--- config.mk ---
export PLATFORM = sky130hd
export DESIGN_NAME = three_color_pixel_packer_qspi
export DESIGN_NICKNAME = d
export VERILOG_FILES = /design/src/sv/tcpp_pkg.sv /design/src/sv/tcpp_front.sv /design/src/sv/tcpp_queue.sv /design/src/sv/tcpp_back.sv /design/src/sv/three_color_pixel_packer_qspi.sv
export SDC_FILE = /design/constraint.sdc
export NUM_CORES = 1
export LEC_CHECK = 0
export BUFFER_PORTS_ARGS = -buffer_cell sky130_fd_sc_hd__buf_2
export CORE_AREA = 2 2 104 156
export DETAILED_ROUTE_END_ITERATION = 8
export DIE_AREA = 0 0 106 158
export GPL_TIMING_DRIVEN = 1
export SLEW_MARGIN = 25
export SYNTH_ARGS = -nofsm -noshare
export SYNTH_HDL_FRONTEND = slang
export SYNTH_HIERARCHICAL = 1
export SYNTH_SLANG_ARGS = --single-unit
--- constraint.sdc ---
create_clock -name clk -period 3.4 [get_ports clk]
set_clock_uncertainty 0.1 [all_clocks]
set_input_delay 0.68 -clock clk [delete_from_list [all_inputs] [get_ports clk]]
set_output_delay 0.68 -clock clk [all_outputs]
set_load 0.005 [all_outputs]
--- src/sv/tcpp_pkg.sv ---
// shared types, register codes and pixel classification for the pixel packer
package tcpp_pkg;

  localparam int MAX_ROW_PIXELS_DEF = 4096;
  localparam int QUEUE_DEPTH_DEF    = 4;

  localparam int CFG_INDEX_W = 2;
  localparam int CFG_DATA_W  = 13;

  localparam logic [CFG_INDEX_W-1:0] REG_THRESHOLD  = 2'd0;
  localparam logic [CFG_INDEX_W-1:0] REG_ROW_PIXELS = 2'd1;
  localparam logic [CFG_INDEX_W-1:0] REG_PAD_COUNT  = 2'd2;
  localparam logic [CFG_INDEX_W-1:0] REG_PAD_VALUE  = 2'd3;

  localparam logic [7:0]  THRESHOLD_RST  = 8'h7F;
  localparam logic [12:0] ROW_PIXELS_RST = 13'd1600;
  localparam logic [1:0]  PAD_COUNT_RST  = 2'd2;
  localparam logic [7:0]  PAD_VALUE_RST  = 8'h00;

  localparam logic [1:0] CODE_OTHER = 2'h0;
  localparam logic [1:0] CODE_WHITE = 2'h1;
  localparam logic [1:0] CODE_RED   = 2'h2;
  localparam logic [1:0] CODE_BLACK = 2'h3;

  // one finished byte plus the number of pad bytes that follow it
  typedef struct packed {
    logic [7:0] data;
    logic [1:0] pads;
  } tcpp_job_t;

  typedef struct packed {
    logic empty;
    logic full;
  } tcpp_q_stat_t;

  function automatic logic [1:0] classify(input logic [7:0] b, input logic [7:0] g,
                                          input logic [7:0] r, input logic [7:0] thr);
    logic bb;
    logic gb;
    logic rb;
    logic [1:0] code;
    bb = b > thr;
    gb = g > thr;
    rb = r > thr;
    if (bb && gb && rb) begin
      code = CODE_WHITE;
    end else if (!bb && !gb && rb) begin
      code = CODE_RED;
    end else if (!bb && !gb && !rb) begin
      code = CODE_BLACK;
    end else begin
      code = CODE_OTHER;
    end
    return code;
  endfunction

endpackage

--- src/sv/tcpp_front.sv ---
// front end: classifies pixels, packs four codes per byte, tracks row position
module tcpp_front import tcpp_pkg::*; #(
  parameter int MAX_ROW_PIXELS = MAX_ROW_PIXELS_DEF
) (
  input  logic         clk,
  input  logic         rst,
  input  logic         in_valid,
  output logic         in_stall,
  input  logic [7:0]   blue,
  input  logic [7:0]   green,
  input  logic [7:0]   red,
  input  logic [7:0]   threshold,
  input  logic [12:0]  row_pixels,
  input  logic [1:0]   pad_count,
  input  tcpp_q_stat_t q_stat,
  output logic         push,
  output tcpp_job_t    push_job
);

  localparam int PW = ($clog2(MAX_ROW_PIXELS + 1) > 13) ? $clog2(MAX_ROW_PIXELS + 1) : 13;
  localparam int CW = (MAX_ROW_PIXELS / 4 > 1) ? $clog2(MAX_ROW_PIXELS / 4) : 1;
  localparam logic [PW-1:0] MAX_PIX = PW'(MAX_ROW_PIXELS);

  logic [1:0]    pixel_slot;
  logic [7:0]    pack_byte;
  logic [CW-1:0] group_count;

  logic          accept;
  logic [1:0]    code;
  logic [7:0]    byte_new;
  logic [PW-1:0] pixels;
  logic [PW-1:0] groups;
  logic          row_end;

  assign in_stall = q_stat.full;
  assign accept   = in_valid && !in_stall;
  assign code     = classify(blue, green, red, threshold);
  assign byte_new = pack_byte | (8'(code) << {pixel_slot, 1'b0});

  // oversized rows saturate
  assign pixels  = (PW'(row_pixels) > MAX_PIX) ? MAX_PIX : PW'(row_pixels);
  assign groups  = pixels >> 2;
  assign row_end = (groups != '0) && ((PW'(group_count) + PW'(1)) >= groups);

  assign push          = accept && (pixel_slot == 2'd3);
  assign push_job.data = byte_new;
  assign push_job.pads = row_end ? pad_count : 2'd0;

  always_ff @(posedge clk) begin
    if (rst) begin
      pixel_slot  <= '0;
      pack_byte   <= '0;
      group_count <= '0;
    end else if (accept) begin
      if (pixel_slot == 2'd3) begin
        pixel_slot <= '0;
        pack_byte  <= '0;
        if (groups != '0) begin
          group_count <= row_end ? '0 : group_count + CW'(1);
        end
      end else begin
        pixel_slot <= pixel_slot + 2'd1;
        pack_byte  <= byte_new;
      end
    end
  end

endmodule

--- src/sv/tcpp_queue.sv ---
// small job queue between front end and nibble sender
module tcpp_queue import tcpp_pkg::*; #(
  parameter int QUEUE_DEPTH = QUEUE_DEPTH_DEF
) (
  input  logic         clk,
  input  logic         rst,
  input  logic         push,
  input  tcpp_job_t    push_job,
  input  logic         pop,
  output tcpp_job_t    head,
  output tcpp_q_stat_t q_stat
);

  localparam int AW = (QUEUE_DEPTH > 1) ? $clog2(QUEUE_DEPTH) : 1;
  localparam int NW = $clog2(QUEUE_DEPTH + 1);
  localparam logic [AW-1:0] LAST_ADDR = AW'(QUEUE_DEPTH - 1);

  tcpp_job_t     entries [QUEUE_DEPTH];
  logic [AW-1:0] wr_ptr;
  logic [AW-1:0] rd_ptr;
  logic [NW-1:0] fill;

  assign head         = entries[rd_ptr];
  assign q_stat.empty = (fill == '0);
  assign q_stat.full  = (fill == NW'(QUEUE_DEPTH));

  always_ff @(posedge clk) begin
    if (push) begin
      entries[wr_ptr] <= push_job;
    end
  end

  always_ff @(posedge clk) begin
    if (rst) begin
      wr_ptr <= '0;
      rd_ptr <= '0;
      fill   <= '0;
    end else begin
      if (push) begin
        wr_ptr <= (wr_ptr == LAST_ADDR) ? '0 : wr_ptr + AW'(1);
      end
      if (pop) begin
        rd_ptr <= (rd_ptr == LAST_ADDR) ? '0 : rd_ptr + AW'(1);
      end
      if (push && !pop) begin
        fill <= fill + NW'(1);
      end else if (pop && !push) begin
        fill <= fill - NW'(1);
      end
    end
  end

endmodule

--- src/sv/tcpp_back.sv ---
// back end: splits bytes into high and low nibbles, adds row padding
module tcpp_back import tcpp_pkg::*; (
  input  logic         clk,
  input  logic         rst,
  input  tcpp_job_t    head,
  input  tcpp_q_stat_t q_stat,
  output logic         pop,
  input  logic [7:0]   pad_value,
  output logic         out_valid,
  input  logic         out_stall,
  output logic [3:0]   nibble,
  output logic         byte_end,
  output logic         is_padding,
  output logic         last
);

  typedef enum logic [2:0] {
    BK_IDLE = 3'b001,
    BK_HI   = 3'b010,
    BK_LO   = 3'b100
  } tcpp_bk_state_t;

  tcpp_bk_state_t state;
  tcpp_bk_state_t state_next;
  logic [7:0]     cur_byte;
  logic           cur_pad;
  logic [1:0]     pads_left;
  logic           can_load;

  assign can_load = !out_valid || !out_stall;

  always_comb begin
    pop        = 1'b0;
    state_next = state;
    unique case (state)
      BK_IDLE: begin
        if (!q_stat.empty) begin
          pop        = 1'b1;
          state_next = BK_HI;
        end
      end
      BK_HI: begin
        if (can_load) begin
          state_next = BK_LO;
        end
      end
      BK_LO: begin
        if (can_load) begin
          if (pads_left != 2'd0) begin
            state_next = BK_HI;
          end else if (!q_stat.empty) begin
            pop        = 1'b1;
            state_next = BK_HI;
          end else begin
            state_next = BK_IDLE;
          end
        end
      end
      default: begin
        state_next = BK_IDLE;
      end
    endcase
  end

  always_ff @(posedge clk) begin
    if (rst) begin
      state     <= BK_IDLE;
      out_valid <= 1'b0;
    end else begin
      state <= state_next;
      if (can_load) begin
        out_valid <= (state == BK_HI) || (state == BK_LO);
      end
    end
  end

  // current byte and output payload
  always_ff @(posedge clk) begin
    if (pop) begin
      cur_byte  <= head.data;
      cur_pad   <= 1'b0;
      pads_left <= head.pads;
    end else if (state == BK_LO && can_load && pads_left != 2'd0) begin
      cur_byte  <= pad_value;
      cur_pad   <= 1'b1;
      pads_left <= pads_left - 2'd1;
    end
    if (can_load && state == BK_HI) begin
      nibble     <= cur_byte[7:4];
      byte_end   <= 1'b0;
      is_padding <= cur_pad;
      last       <= 1'b0;
    end else if (can_load && state == BK_LO) begin
      nibble     <= cur_byte[3:0];
      byte_end   <= 1'b1;
      is_padding <= cur_pad;
      last       <= (pads_left == 2'd0);
    end
  end

endmodule

--- src/sv/three_color_pixel_packer_qspi.sv ---
// top level of the three-color pixel packer with qspi nibble output
//
//  channel | signals                                   | direction
//  --------+-------------------------------------------+----------
//  pixel   | in_valid, in_stall, blue, green, red      | in
//  nibble  | out_valid, out_stall, nibble, byte_end,   | out
//          | is_padding, last                          |
//  config  | cfg_write, cfg_index, cfg_data            | in
//
// one pixel transaction per cycle is taken while the job queue has room
// every fourth pixel completes a byte that leaves as 2 nibbles, plus 2 per pad
// byte at a row end; the nibble sender puts out one nibble per cycle while not stalled
// in_stall rises only when the job queue is full; out_stall holds the output
// register and lets the queue absorb nibble bursts
// rst is synchronous: control state clears, config returns to defaults
module three_color_pixel_packer_qspi import tcpp_pkg::*; #(
  parameter int MAX_ROW_PIXELS = MAX_ROW_PIXELS_DEF,
  parameter int QUEUE_DEPTH    = QUEUE_DEPTH_DEF
) (
  input  logic                   clk,
  input  logic                   rst,
  input  logic                   cfg_write,
  input  logic [CFG_INDEX_W-1:0] cfg_index,
  input  logic [CFG_DATA_W-1:0]  cfg_data,
  input  logic                   in_valid,
  output logic                   in_stall,
  input  logic [7:0]             blue,
  input  logic [7:0]             green,
  input  logic [7:0]             red,
  output logic                   out_valid,
  input  logic                   out_stall,
  output logic [3:0]             nibble,
  output logic                   byte_end,
  output logic                   is_padding,
  output logic                   last
);

  // configuration registers
  logic [7:0]  threshold;
  logic [12:0] row_pixels;
  logic [1:0]  pad_count;
  logic [7:0]  pad_value;

  // front to queue to back
  logic         push;
  tcpp_job_t    push_job;
  logic         pop;
  tcpp_job_t    head;
  tcpp_q_stat_t q_stat;

  always_ff @(posedge clk) begin
    if (rst) begin
      threshold  <= THRESHOLD_RST;
      row_pixels <= ROW_PIXELS_RST;
      pad_count  <= PAD_COUNT_RST;
      pad_value  <= PAD_VALUE_RST;
    end else if (cfg_write) begin
      unique case (cfg_index)
        REG_THRESHOLD:  threshold  <= cfg_data[7:0];
        REG_ROW_PIXELS: row_pixels <= cfg_data[12:0];
        REG_PAD_COUNT:  pad_count  <= cfg_data[1:0];
        REG_PAD_VALUE:  pad_value  <= cfg_data[7:0];
        default: begin
        end
      endcase
    end
  end

  // classify and pack, decide padding at row end
  tcpp_front #(
    .MAX_ROW_PIXELS(MAX_ROW_PIXELS)
  ) u_front (
    .clk       (clk),
    .rst       (rst),
    .in_valid  (in_valid),
    .in_stall  (in_stall),
    .blue      (blue),
    .green     (green),
    .red       (red),
    .threshold (threshold),
    .row_pixels(row_pixels),
    .pad_count (pad_count),
    .q_stat    (q_stat),
    .push      (push),
    .push_job  (push_job)
  );

  // finished bytes wait here while the sender is busy
  tcpp_queue #(
    .QUEUE_DEPTH(QUEUE_DEPTH)
  ) u_queue (
    .clk     (clk),
    .rst     (rst),
    .push    (push),
    .push_job(push_job),
    .pop     (pop),
    .head    (head),
    .q_stat  (q_stat)
  );

  // nibble sender with registered output
  tcpp_back u_back (
    .clk       (clk),
    .rst       (rst),
    .head      (head),
    .q_stat    (q_stat),
    .pop       (pop),
    .pad_value (pad_value),
    .out_valid (out_valid),
    .out_stall (out_stall),
    .nibble    (nibble),
    .byte_end  (byte_end),
    .is_padding(is_padding),
    .last      (last)
  );

endmodule

==> results.yml <==
outcome:
  status: "completed"
critical_path:
  r2r_start: "u_front/group_count[0]"
  worstSetupStartpointType: "flop"
  rrSetupSlack_ps: 240
  crit_start: "u_front/group_count[0]"
  critPathKind: "flop to flop"
  cpMaxStageDelayCell: "dfxtp_1"
  crit_chain: "ha_2 > nand3_1 > inv_2 > nand3_1 > nor2_1 > xor2_1 > ha_1 > a211oi_2 > nand2_1 > a211oi_2 > o21ai_1 > a21o_4 > nor3_4 > buf_12 > a221o_1"
  endpoint_kind: "flop"
  endpoint: "u_front/group_count[2]"
  cp.arrival_ps: 3410
  crit_fanout: 10
  worst_r2r_path_depth: 15
  rr_endpoint: "u_front/group_count[2]"
  slowest_delay_ps: 420
  cp.required_ps: 3640
synth:
  synth_edf_count: 55
  syn_avg_cell_area_um2: 11.4
  syn-num-nets: 628
  synth_cell_types: 59
  syn_inst: 539
  yosysTopAreaCell: "edfxtp_1"
  synth_ff_type: "dfxtp_1"
  synthTopCellsByArea: "edfxtp_1, dfxtp_1, ha_1, mux2i_1, mux4_2"
  async_flop_share_pct: 0
  synth_warnings: 6
  yosysSeqAreaShare_pct: 48.5
  ys_ff_latch: 122
  synth_area_um2: 6160
  synth_top_area_share_pct: 26.8
layout:
  drive_above_1_share_pct: 21.3
  num_antenna_cells: 0
  fin_nets: 685
  fin_cells: 812
  seq_area_um2: 2990
  multiInputGateArea_um2: 2960
  fillCellCount: 1434
  syn2layout_area_growth_pct: 16.7
sta:
  fin_tns_setup_ps: 0
  period_needed_ps: 3160
  grt_setup_unrepaired: "false"
  final-hold-violation-count: 0
  slew_violations: 0
  max_freq_ghz: 0.316
  max_slew.worst_pin.slew_ps: 768
  post-route-period-util_pct: 93.0
  setup-violations-final: 0
  maxSlewHeadroom_pct: 48.8
  worst_slack_ps: 237
  whs_ps: 337
drt:
  drt-total-wl_mm: 12.6
  ant_nets: 0
  viasPerCell: 5.11
  first_pass_iters: 4
  vias: 4146
  drt_iter0_drc: 177
  drc: 0
  routedWlPerCell_um: 15.6
placed_design:
  dp.cells: 779
  place_hpwl_mm: 9.31
  port_buffers: 52
  finalWeightedCongestion: 0.794
  pre_cts_ws_ps: 85.8
clocking:
  cts.path.max_buffers: 2
  cts_buffers: 17
  cts.sinks: 122
  clkTransAtPathRegs_ps: 60
  cts_root_buffer: "clkbuf_16"
  clock_latency_ps: 410
  tritoncts: "built"
  htree_levels: 4
floorplan:
  rows: 56
  core_area_um2: 15500
  start_util_pct: 39.8
  dieArea_um2: 16700
  fp.dieH_um: 158
  die_w_um: 106
  io_pins: 53
pwr:
  power_density_nw_per_um2: 606
  cellLeakagePower_nw: 2.92
  ir_drop_v: 0.000357
worst_hold_path:
  hold_class: "flop to flop"
global_routing:
  antenna_found_initial: 0
  overflow: 0
  grt_pass1_wl_mm: 20.8
  grt_max_degree: 44
  grt.busiest_layer: "met2"
  grt_pass1_vias: 4239
  grtUsageMet1_pct: 17.2
  grt_usage_pct: 16.1
  grtUsageMet3_pct: 3.62
  use_met2_pct: 30.4
flow_run:
  maxCapViolations: 0
==> sequential cells by signal, summed over array words and instances, names as in the netlist, 3 cells and up, named ones only <==
| signal | flops |
|---|---|
| pad_value | 8 |
| row_pixels | 13 |
| threshold | 8 |
| u_back/cur_byte | 8 |
| u_back/nibble | 4 |
| u_back/state | 3 |
| u_front/group_count | 10 |
| u_front/pack_byte | 8 |
| u_queue/entries | 40 |
| u_queue/fill | 3 |
==> Yosys cell counts (all sizes together), types with 2 or more instances <==
| cell type | count |
|---|---|
| a211oi | 3 |
| a21o | 7 |
| a21oi | 19 |
| a221o | 5 |
| a22o | 6 |
| a31oi | 4 |
| and2 | 7 |
| and3 | 4 |
| and3b | 3 |
| buf | 14 |
| clkbuf | 10 |
| dfxtp | 67 |
| edfxtp | 55 |
| ha | 44 |
| inv | 23 |
| mux2 | 15 |
| mux2i | 38 |
| mux4 | 10 |
| nand2 | 26 |
| nand2b | 33 |
| nand3 | 13 |
| nand4 | 7 |
| nor2 | 49 |
| nor2b | 11 |
| nor3 | 9 |
| nor3b | 4 |
| nor4 | 2 |
| nor4b | 2 |
| o211ai | 3 |
| o21a | 4 |
| o21ai | 11 |
| o21bai | 4 |
| o22ai | 4 |
| o31ai | 3 |
| xnor2 | 8 |
| xor2 | 4 |
==> placed cells by master, fill, tap and decap left out, types with 7 or more instances in the layout <==
| cell | instances |
|---|---|
| mux4_2 | 10 |
| mux2_2 | 8 |
| edfxtp_1 | 55 |
| buf_2 | 52 |
| buf_4 | 9 |
| nand2b_1 | 33 |
| dfxtp_1 | 67 |
| and2_1 | 7 |
| nand4_1 | 7 |
| clkbuf_16 | 17 |
| nand2_1 | 26 |
| o21ai_1 | 8 |
| nand3_1 | 13 |
| xnor2_1 | 8 |
| inv_1 | 22 |
| nor2b_1 | 11 |
| a21oi_1 | 18 |
| nor3_1 | 8 |
| nor2_1 | 48 |
| mux2i_1 | 38 |
| ha_1 | 43 |
==> area by class of cell <==
type	count	area share, %
Sequential cell	122	41.6
Multi-Input combinational cell	370	41.1
Clock buffer	18	5.96
Timing Repair Buffer	62	4.83
Tap cell	203	3.53
Clock inverter	14	1.74
Inverter	23	1.20
==> stage by stage <==
stage | utilization [%] | cell area, um^2 | power (mW)
4_1_cts | 46.3 | 7160 | 4.41
6_report | 46.5 | 7200 | 4.36
2_1_floorplan | - | 6160 | 2.53
3_3_place_gp | 42.7 | 6610 | 2.70
5_1_grt | 46.5 | 7200 | 4.59
3_5_place_dp | 42.7 | 6610 | 2.74
==> worst max-delay path, delay by kind of cell (launching register included) <==
kind / cells / cell delay, ps
xor+xnor: 1 / 100
flops: 1 / 420
compound gates: 5 / 940
buf+inv: 2 / 230
fa+ha+maj: 2 / 480
simple gates: 5 / 810
==> cell families after synthesis <==
kind of cell               count (synthesis)  synth area share [%]
AOI/OAI and AO/OA                         77                  8.99
xor gates and xnor gates                  12                  1.70
adders and majority gates                 45                  9.26
buffers and inverters                     47                  3.65
DFF                                      122                  48.5
muxes                                     63                  12.9
and+or+nand+nor                          173                  14.9
==> where the power goes <==
group	internal, mW	switching [mW]
clock	1.00	0.658
combinational	0.428	0.404
sequential	1.73	0.141
==> per-layer routing <==
metal	wire (um)	share of wire (%)	vias up
met2	6920	55	62
met1	5080	40	1993
met4	305	2.4	0
li1	-	-	2069
met3	336	2.7	22
met5	0	0	-
==> timing repair <==
action	4_1_cts	5_1_grt
gates resized for setup	0	4
hold buffers	0	0
setup buffers	0	1
setup endpoints to repair	0	18
==> how the worst min path moves through the flow <==
stage / startpoint / to / cells after the start
2_1_floorplan: u_back/cur_pad / u_back/is_padding / 0
3_3_place_gp: u_back/cur_pad / u_back/is_padding / 0
3_5_place_dp: u_back/cur_pad / u_back/is_padding / 0
4_1_cts: u_back/cur_pad / u_back/is_padding / 0
5_1_grt: u_back/cur_pad / u_back/is_padding / 0
6_report: u_back/cur_pad / u_back/is_padding / 0
Note: power is estimated with default switching activity, not from simulation.
